## src/hdl/sfd_pkg.sv

```systemverilog
package sfd_pkg;

    localparam logic [7:0]  SYNC_FIRST  = 8'hAA;
    localparam logic [7:0]  SYNC_SECOND = 8'h55;
    localparam logic [15:0] CRC_INIT    = 16'hFFFF;
    localparam logic [15:0] CRC_POLY    = 16'h1021;

    // byte positions inside a frame
    localparam logic [3:0] POS_HUNT    = 4'd0;
    localparam logic [3:0] POS_SYNC2   = 4'd1;
    localparam logic [3:0] POS_CRC_END = 4'd14;  // first byte not covered by the CRC
    localparam logic [3:0] POS_LAST    = 4'd15;

    localparam logic [1:0] ST_OK    = 2'd0;
    localparam logic [1:0] ST_HDR   = 2'd1;
    localparam logic [1:0] ST_CRC   = 2'd2;
    localparam logic [1:0] ST_RANGE = 2'd3;

    localparam logic [2:0] CFG_VERSION  = 3'd0;
    localparam logic [2:0] CFG_MSG_ID   = 3'd1;
    localparam logic [2:0] CFG_OFF_LIM  = 3'd2;
    localparam logic [2:0] CFG_ANG_LIM  = 3'd3;
    localparam logic [2:0] CFG_CONF_LIM = 3'd4;

    localparam int Q_DEPTH = 2;
    localparam int Q_AW    = 1;

    typedef struct packed {
        logic [7:0]  version;
        logic [7:0]  msg_id;
        logic [7:0]  seq;
        logic [7:0]  flags;
        logic [15:0] offset;
        logic [15:0] angle;
        logic [15:0] conf;
        logic [15:0] width;
        logic [15:0] rx_crc;
        logic [15:0] calc_crc;
    } frame_t;

    typedef struct packed {
        logic [7:0]  expected_version;
        logic [7:0]  expected_message_id;
        logic [14:0] offset_limit;
        logic [14:0] angle_limit;
        logic [15:0] confidence_limit;
    } cfg_t;

    typedef struct packed {
        logic [1:0]  status;
        logic [7:0]  seq;
        logic [7:0]  flags;
        logic [15:0] offset;
        logic [15:0] angle;
        logic [15:0] conf;
        logic [15:0] width;
        logic [31:0] crc_fail_total;
        logic [31:0] format_fail_total;
    } result_t;

    // CRC-16-CCITT, MSB first, one byte
    function automatic logic [15:0] crc16_byte(input logic [15:0] crc, input logic [7:0] b);
        logic [15:0] c;
        c = crc ^ {b, 8'h00};
        for (int k = 0; k < 8; k++)
        begin
            if (c[15])
                c = {c[14:0], 1'b0} ^ CRC_POLY;
            else
                c = {c[14:0], 1'b0};
        end
        return c;
    endfunction

endpackage

```

## src/hdl/sfd_front.sv

```systemverilog
module sfd_front
    import sfd_pkg::*;
(
    input  logic       clk,
    input  logic       rst_n,
    input  logic       accept,
    input  logic [7:0] rx_byte,
    output logic       push,
    output frame_t     rec
);

    logic [3:0]  pos_reg, pos_next;
    logic [15:0] crc_reg, crc_next;
    logic [7:0]  fb_reg [2:14];

    always_comb
    begin
        pos_next = pos_reg;
        crc_next = crc_reg;
        if (accept)
        begin
            case (pos_reg)
                POS_HUNT:
                begin
                    if (rx_byte == SYNC_FIRST)
                    begin
                        crc_next = crc16_byte(CRC_INIT, rx_byte);
                        pos_next = POS_SYNC2;
                    end
                end
                POS_SYNC2:
                begin
                    if (rx_byte == SYNC_SECOND)
                    begin
                        crc_next = crc16_byte(crc_reg, rx_byte);
                        pos_next = pos_reg + 4'd1;
                    end
                    else if (rx_byte == SYNC_FIRST)
                        crc_next = crc16_byte(CRC_INIT, rx_byte);
                    else
                        pos_next = POS_HUNT;
                end
                default:
                begin
                    if (pos_reg < POS_CRC_END)
                        crc_next = crc16_byte(crc_reg, rx_byte);
                    if (pos_reg == POS_LAST)
                        pos_next = POS_HUNT;
                    else
                        pos_next = pos_reg + 4'd1;
                end
            endcase
        end
    end

    always_ff @(posedge clk or negedge rst_n)
    begin
        if (!rst_n)
        begin
            pos_reg <= POS_HUNT;
            crc_reg <= CRC_INIT;
        end
        else
        begin
            pos_reg <= pos_next;
            crc_reg <= crc_next;
        end
    end

    always_ff @(posedge clk)
    begin
        if (accept && pos_reg >= 4'd2 && pos_reg <= POS_CRC_END)
            fb_reg[pos_reg] <= rx_byte;
    end

    assign push = accept && (pos_reg == POS_LAST);

    always_comb
    begin
        rec.version  = fb_reg[2];
        rec.msg_id   = fb_reg[3];
        rec.seq      = fb_reg[4];
        rec.flags    = fb_reg[5];
        rec.offset   = {fb_reg[7], fb_reg[6]};
        rec.angle    = {fb_reg[9], fb_reg[8]};
        rec.conf     = {fb_reg[11], fb_reg[10]};
        rec.width    = {fb_reg[13], fb_reg[12]};
        rec.rx_crc   = {rx_byte, fb_reg[14]};
        rec.calc_crc = crc_reg;
    end

endmodule

```

## src/hdl/sfd_queue.sv

```systemverilog
module sfd_queue
    import sfd_pkg::*;
(
    input  logic   clk,
    input  logic   rst_n,
    input  logic   push,
    input  frame_t wr_data,
    input  logic   pop,
    output frame_t rd_data,
    output logic   full,
    output logic   empty
);

    frame_t            mem [Q_DEPTH];
    logic [Q_AW-1:0]   wr_ptr_reg, rd_ptr_reg;
    logic [Q_AW:0]     count_reg;

    assign full    = (count_reg == (Q_AW+1)'(Q_DEPTH));
    assign empty   = (count_reg == '0);
    assign rd_data = mem[rd_ptr_reg];

    always_ff @(posedge clk)
    begin
        if (push)
            mem[wr_ptr_reg] <= wr_data;
    end

    always_ff @(posedge clk or negedge rst_n)
    begin
        if (!rst_n)
        begin
            wr_ptr_reg <= '0;
            rd_ptr_reg <= '0;
            count_reg  <= '0;
        end
        else
        begin
            if (push)
                wr_ptr_reg <= wr_ptr_reg + 1'b1;
            if (pop)
                rd_ptr_reg <= rd_ptr_reg + 1'b1;
            if (push && !pop)
                count_reg <= count_reg + 1'b1;
            else if (pop && !push)
                count_reg <= count_reg - 1'b1;
        end
    end

endmodule

```

## src/hdl/sfd_back.sv

```systemverilog
module sfd_back
    import sfd_pkg::*;
(
    input  logic    clk,
    input  logic    rst_n,
    input  cfg_t    cfg,
    input  frame_t  rec,
    input  logic    rec_avail,
    output logic    pop,
    output logic    res_valid,
    input  logic    res_ready,
    output result_t res
);

    logic        valid_reg;
    result_t     res_reg;
    logic [31:0] crc_cnt_reg, crc_cnt_next;
    logic [31:0] fmt_cnt_reg, fmt_cnt_next;
    logic [1:0]  status;
    logic        hdr_bad, crc_bad, range_bad;
    logic signed [16:0] off_s, ang_s, off_lim, ang_lim;

    assign pop = rec_avail && (!valid_reg || res_ready);

    always_comb
    begin
        off_s   = {rec.offset[15], rec.offset};
        ang_s   = {rec.angle[15], rec.angle};
        off_lim = {2'b00, cfg.offset_limit};
        ang_lim = {2'b00, cfg.angle_limit};

        hdr_bad   = (rec.version != cfg.expected_version) ||
                    (rec.msg_id != cfg.expected_message_id);
        crc_bad   = (rec.rx_crc != rec.calc_crc);
        range_bad = (off_s > off_lim) || (off_s < -off_lim) ||
                    (ang_s > ang_lim) || (ang_s < -ang_lim) ||
                    (rec.conf > cfg.confidence_limit);

        crc_cnt_next = crc_cnt_reg;
        fmt_cnt_next = fmt_cnt_reg;
        if (hdr_bad)
        begin
            status       = ST_HDR;
            fmt_cnt_next = fmt_cnt_reg + 32'd1;
        end
        else if (crc_bad)
        begin
            status       = ST_CRC;
            crc_cnt_next = crc_cnt_reg + 32'd1;
        end
        else if (range_bad)
        begin
            status       = ST_RANGE;
            fmt_cnt_next = fmt_cnt_reg + 32'd1;
        end
        else
            status = ST_OK;
    end

    always_ff @(posedge clk or negedge rst_n)
    begin
        if (!rst_n)
        begin
            valid_reg   <= 1'b0;
            crc_cnt_reg <= '0;
            fmt_cnt_reg <= '0;
        end
        else
        begin
            if (pop)
            begin
                valid_reg   <= 1'b1;
                crc_cnt_reg <= crc_cnt_next;
                fmt_cnt_reg <= fmt_cnt_next;
            end
            else if (res_ready)
                valid_reg <= 1'b0;
        end
    end

    always_ff @(posedge clk)
    begin
        if (pop)
        begin
            res_reg.status            <= status;
            res_reg.seq               <= rec.seq;
            res_reg.flags             <= rec.flags;
            res_reg.offset            <= rec.offset;
            res_reg.angle             <= rec.angle;
            res_reg.conf              <= rec.conf;
            res_reg.width             <= rec.width;
            res_reg.crc_fail_total    <= crc_cnt_next;
            res_reg.format_fail_total <= fmt_cnt_next;
        end
    end

    assign res_valid = valid_reg;
    assign res       = res_reg;

endmodule

```

## src/hdl/sync_frame_deframer_crc16.sv

```systemverilog
// Byte-stream deframer: sync 0xAA 0x55, 16-byte frame, CRC-16-CCITT check.
// Throughput: one byte per cycle; s_tready falls only when two finished
// frames are queued behind a stalled output.
// Result path: the byte-15 transfer writes the frame into the queue, then the check registers the result.
// Reset (async, active low) clears the hunt position, CRC, error counters,
// queue and output valid, and loads the register defaults.
module sync_frame_deframer_crc16
    import sfd_pkg::*;
(
    input  logic         clk,
    input  logic         rst_n,
    input  logic         s_tvalid,
    output logic         s_tready,
    input  logic [7:0]   s_tdata,   // [7:0] rx_byte
    output logic         m_tvalid,
    input  logic         m_tready,
    // [1:0] status, [9:2] sequence_res, [17:10] flag_bits, [33:18] lateral_offset,
    // [49:34] angle_centideg, [65:50] confidence, [81:66] width_value,
    // [113:82] crc_fail_total, [145:114] format_fail_total, [151:146] zero
    output logic [151:0] m_tdata,
    input  logic         cfg_we,
    input  logic [2:0]   cfg_addr,
    input  logic [15:0]  cfg_wdata
);

    cfg_t    cfg_reg;
    frame_t  f_rec, q_rec;
    result_t res;
    logic    s_accept, q_push, q_pop, q_full, q_empty;

    always_ff @(posedge clk or negedge rst_n)
    begin
        if (!rst_n)
        begin
            cfg_reg.expected_version    <= 8'd1;
            cfg_reg.expected_message_id <= 8'd1;
            cfg_reg.offset_limit        <= 15'd1000;
            cfg_reg.angle_limit         <= 15'd9000;
            cfg_reg.confidence_limit    <= 16'd1000;
        end
        else if (cfg_we)
        begin
            case (cfg_addr)
                CFG_VERSION:  cfg_reg.expected_version    <= cfg_wdata[7:0];
                CFG_MSG_ID:   cfg_reg.expected_message_id <= cfg_wdata[7:0];
                CFG_OFF_LIM:  cfg_reg.offset_limit        <= cfg_wdata[14:0];
                CFG_ANG_LIM:  cfg_reg.angle_limit         <= cfg_wdata[14:0];
                CFG_CONF_LIM: cfg_reg.confidence_limit    <= cfg_wdata;
                default: ;
            endcase
        end
    end

    assign s_tready = !q_full;
    assign s_accept = s_tvalid && s_tready;

    sfd_front u_front (
        .clk     (clk),
        .rst_n   (rst_n),
        .accept  (s_accept),
        .rx_byte (s_tdata),
        .push    (q_push),
        .rec     (f_rec)
    );

    sfd_queue u_queue (
        .clk     (clk),
        .rst_n   (rst_n),
        .push    (q_push),
        .wr_data (f_rec),
        .pop     (q_pop),
        .rd_data (q_rec),
        .full    (q_full),
        .empty   (q_empty)
    );

    sfd_back u_back (
        .clk       (clk),
        .rst_n     (rst_n),
        .cfg       (cfg_reg),
        .rec       (q_rec),
        .rec_avail (!q_empty),
        .pop       (q_pop),
        .res_valid (m_tvalid),
        .res_ready (m_tready),
        .res       (res)
    );

    assign m_tdata = {6'd0, res.format_fail_total, res.crc_fail_total, res.width, res.conf,
                      res.angle, res.offset, res.flags, res.seq, res.status};

    a_no_push_full: assert property (@(posedge clk) disable iff (!rst_n)
        !(q_push && q_full))
        else $error("frame queue overflow");

    a_pop_nonempty: assert property (@(posedge clk) disable iff (!rst_n)
        q_pop |-> !q_empty)
        else $error("frame queue underflow");

    a_push_on_transfer: assert property (@(posedge clk) disable iff (!rst_n)
        q_push |-> s_tvalid && s_tready)
        else $error("frame pushed without input transfer");

endmodule
```

## config.mk

```make
export PLATFORM = sky130hd
export DESIGN_NAME = sync_frame_deframer_crc16
export DESIGN_NICKNAME = d
export VERILOG_FILES = /design/src/hdl/sfd_pkg.sv /design/src/hdl/sfd_front.sv /design/src/hdl/sfd_queue.sv /design/src/hdl/sfd_back.sv /design/src/hdl/sync_frame_deframer_crc16.sv
export SDC_FILE = /design/constraint.sdc
export NUM_CORES = 1
export LEC_CHECK = 0
export BUFFER_PORTS_ARGS = -buffer_cell sky130_fd_sc_hd__buf_2
export CAP_MARGIN = 5
export CELL_PAD_IN_SITES_DETAIL_PLACEMENT = 0
export CELL_PAD_IN_SITES_GLOBAL_PLACEMENT = 1
export CORE_UTILIZATION = 25
export DETAILED_ROUTE_END_ITERATION = 16
export MAX_ROUTING_LAYER = met4
export PLACE_DENSITY = 0.46
export SLEW_MARGIN = 10
export SYNTH_ARGS = -nofsm -noshare
export SYNTH_HDL_FRONTEND = slang
export SYNTH_HIERARCHICAL = 1
export SYNTH_SLANG_ARGS = --single-unit
```

## constraint.sdc

```tcl
create_clock -name clk -period 7 [get_ports clk]
set_input_delay 0.7 -clock clk [delete_from_list [all_inputs] [get_ports clk]]
set_output_delay 0.7 -clock clk [all_outputs]
set_load 0.03 [all_outputs]
```

==> out/qor.csv <==
metric;value;unit
status;finished, final reports clean;
average wire per standard cell;19.4;um
layout cells sized above 1;28.1;%
Mapped Cells;1791;
Synth area leader;edfxtp_1;
synth unique cells;75;
commonest non-fill, non-tap cells in the layout;506 x edfxtp_1, 178 x buf_2, 174 x mux2_2, 147 x xnor2_1, 115 x dfrtp_1;
Worst Skew;0.0621;ns
# setup viols final;0;
EDFF count, synth;506;
RePlAce Congestion;0.778;
Static Leakage;12.1;nW
Root Buffer;clkbuf_16;
net load switching power;4.13;mW
CP required;7.38;ns
Avg Vias per Cell;4.23;
Hold Crit Class;in -> async;
first-pass GRT wire length;104000;um
total core area;111000;um^2
post-cts resize count;0;
Rows;122;
DR pass1 iterations;5;
antenna violations before repair;7;
HPWL Detailed;43000;um
Setup crit end kind;flip-flop;
most common cell after layout, fill and taps aside;edfxtp_1;
synth warn;6;
measured slew at the worst slew-check pin;1.14;ns
Comb pwr share;25.4;%
Ports;186;
Worst R2R Path Depth;16;
Post-CTS Setup Bufs;0;
FMAX;190;MHz
Sw Share;33.0;%
RSZ-0062 raised after global routing;false;
vias in the first global route;16000;
clock slew at reported path FFs;0.06;ns
# DRC;0;
Final Max Tran Viols;0;
DRT antenna net count;0;
Mean Syn Cell Area;15.6;um^2
critical path class;reg -> reg;
Layout Utilization;29.9;%
port bufs;179;
area growth from synthesis to layout;18.6;%
Die Width;336;um
Starting Density;25.2;%
post-synthesis sequential area ratio;68.2;%
pin count of the biggest net entering global routing;129;
Clock power frac;32.8;%
P per Cell Area;378;nW/um^2
Rel. slew slack;24.2;%
Seq pwr share;41.8;%
r2r setup slk;1.74;ns
startpoint types;flip-flop;
H-tree lvl count;3;
worst skew pair latency;0.68;ns
via count;15100;
storage element area;19000;um^2
internal power;8.38;mW
Inserted Clock Buffers;79;
max FFs per register;256;
Die Span Y;336;um
Synth Cell Area;27900;um^2
die area;113000;um^2
TNS Setup;0;ns
grt total ovfl;0;
top_reg_cell synth;edfxtp_1;
1st-iter DRT viols;755;
Final period util;75.2;%
maxcap violations;0;
Synth Register Bits;657;
area of the multi-input gates;8190;um^2
CTS sink cnt;657;
All-Layer GR Usage;12.8;%
Final Hold Vio Count;0;
Fillers;11000;
Peak supply drop;0.193;mV
Clock Tree Buf Depth;3;
CTS tree;yes;
CP arrival;5.64;ns
async set-reset flop share out of synthesis;23.0;%
Yosys top cell area share;54.5;%
hold buffer count at CTS;0;
nets@finish;2128;
Detailed Route WL;69200;um
synth top area cells;edfxtp_1 54%, dfrtp_1 10%, mux2_2 7.0%;
Final min period;5.26;ns
crit-path max FO;31;
[synthesized netlist by cell type, drive strengths merged, types with 3 or more instances]
library cell  count
mux2            194
xnor2           147
a221o             3
nand3            72
dfstp            35
buf              50
nand4b            3
nand4            28
nand2b            6
and2             10
nor3b             8
ha               87
nor4             19
a21oi            44
or3               8
a31oi             7
a211oi            4
inv              67
a21o             12
o31ai             4
edfxtp          506
xor2             63
nor2             51
nor3             20
clkbuf           14
nor2b            10
and4              5
nand3b            3
dfrtp           116
and4bb            7
o21ai            47
and3             29
o211ai            3
nand2            82
[power groups by stage]
stage | logic (mW) | registers (mW) | clock network [mW]
after detailed placement | 3.24 | 5.33 | 0
after CTS | 3.26 | 5.26 | 4.26
after floorplan | 1.78 | 5.82 | 0
after global placement | 3.23 | 5.32 | 0
after global routing | 3.49 | 5.31 | 4.42
final | 3.18 | 5.23 | 4.10
[through the flow]
step | setup WS [ns] | hold slack [ns] | instance area, um^2 | power (mW) | std cells
5_1_grt | 1.28 | 0.230 | 33100 | 13.2 | 3564
2_1_floorplan | 1.49 | 0.404 | 27900 | 7.60 | 1796
3_5_place_dp | 1.81 | 0.429 | 30400 | 8.57 | 3416
3_3_place_gp | 1.82 | 0.422 | 30400 | 8.55 | 3416
4_1_cts | 1.75 | 0.182 | 33100 | 12.8 | 3563
6_report | 1.74 | 0.172 | 33100 | 12.5 | 3566
[routing by layer]
layer	part of all wire, %	global-route usage, %	vias up
met3	4.0	2.31	87
met1	47	16.5	7686
met2	47	20.3	276
met5	0	-	-
met4	2.1	4.01	0
li1	-	-	7052
[worst max-delay path: stages (launching register included)]
cell	delay, ns
dfrtp_1	0.39
inv_1	0.10
ha_1	0.21
nand4_1	0.15
or3_1	0.38
or3_1	0.38
or4_1	0.47
nor3_1	0.24
nand2b_1	0.16
ha_1	0.24
nand4_1	0.16
a21oi_1	0.08
nor4_1	0.30
mux2_2	0.45
a31oi_4	0.73
nor2_1	0.20
mux2_2	0.32
[logic make-up (layout without fill, tap and decap cells)]
| logic type | count (synthesis) | in the layout | synth area share [%] |
|---|---|---|---|
| and+or+nand+nor | 368 | 368 | 7.19 |
| AOI/OAI and AO/OA | 142 | 142 | 3.32 |
| DFF | 657 | 657 | 68.2 |
| xor gates and xnor gates | 210 | 210 | 6.60 |
| adders and majority gates | 87 | 87 | 3.90 |
| muxes | 194 | 194 | 8.10 |
| other | 1 | 9 | 0.0134 |
| buffers and inverters | 132 | 411 | 2.68 |
[final cells by class]
class	instances	share of cell area, %
diodes	3	0.0227
clock buffers	102	6.54
clock inverters	45	1.50
inverters	68	0.787
multi-input cells	1007	24.8
flip-flops and latches	657	57.5
well taps	1488	5.63
repair buffers	196	3.26
[final timing paths]
kind / start / end
max in group asynchronous: rst_n / u_queue/rd_ptr_reg$_DFFE_PN0P_
worst max-delay path: cfg_reg[32]$_DFFE_PN0P_ / u_back/res[1]$_DFFE_PP_
min in group clk: cfg_wdata[15] / cfg_reg[15]$_DFFE_PN0P_
worst min register to register: u_front/fb_reg[3][4]$_DFFE_PP_ / u_queue/mem[1][116]$_DFFE_PP_
worst max register to register: cfg_reg[32]$_DFFE_PN0P_ / u_back/res[1]$_DFFE_PP_
worst min-delay path: rst_n / u_back/fmt_cnt_reg[15]$_DFFE_PN0P_
Power figures use the tool's default switching activity.
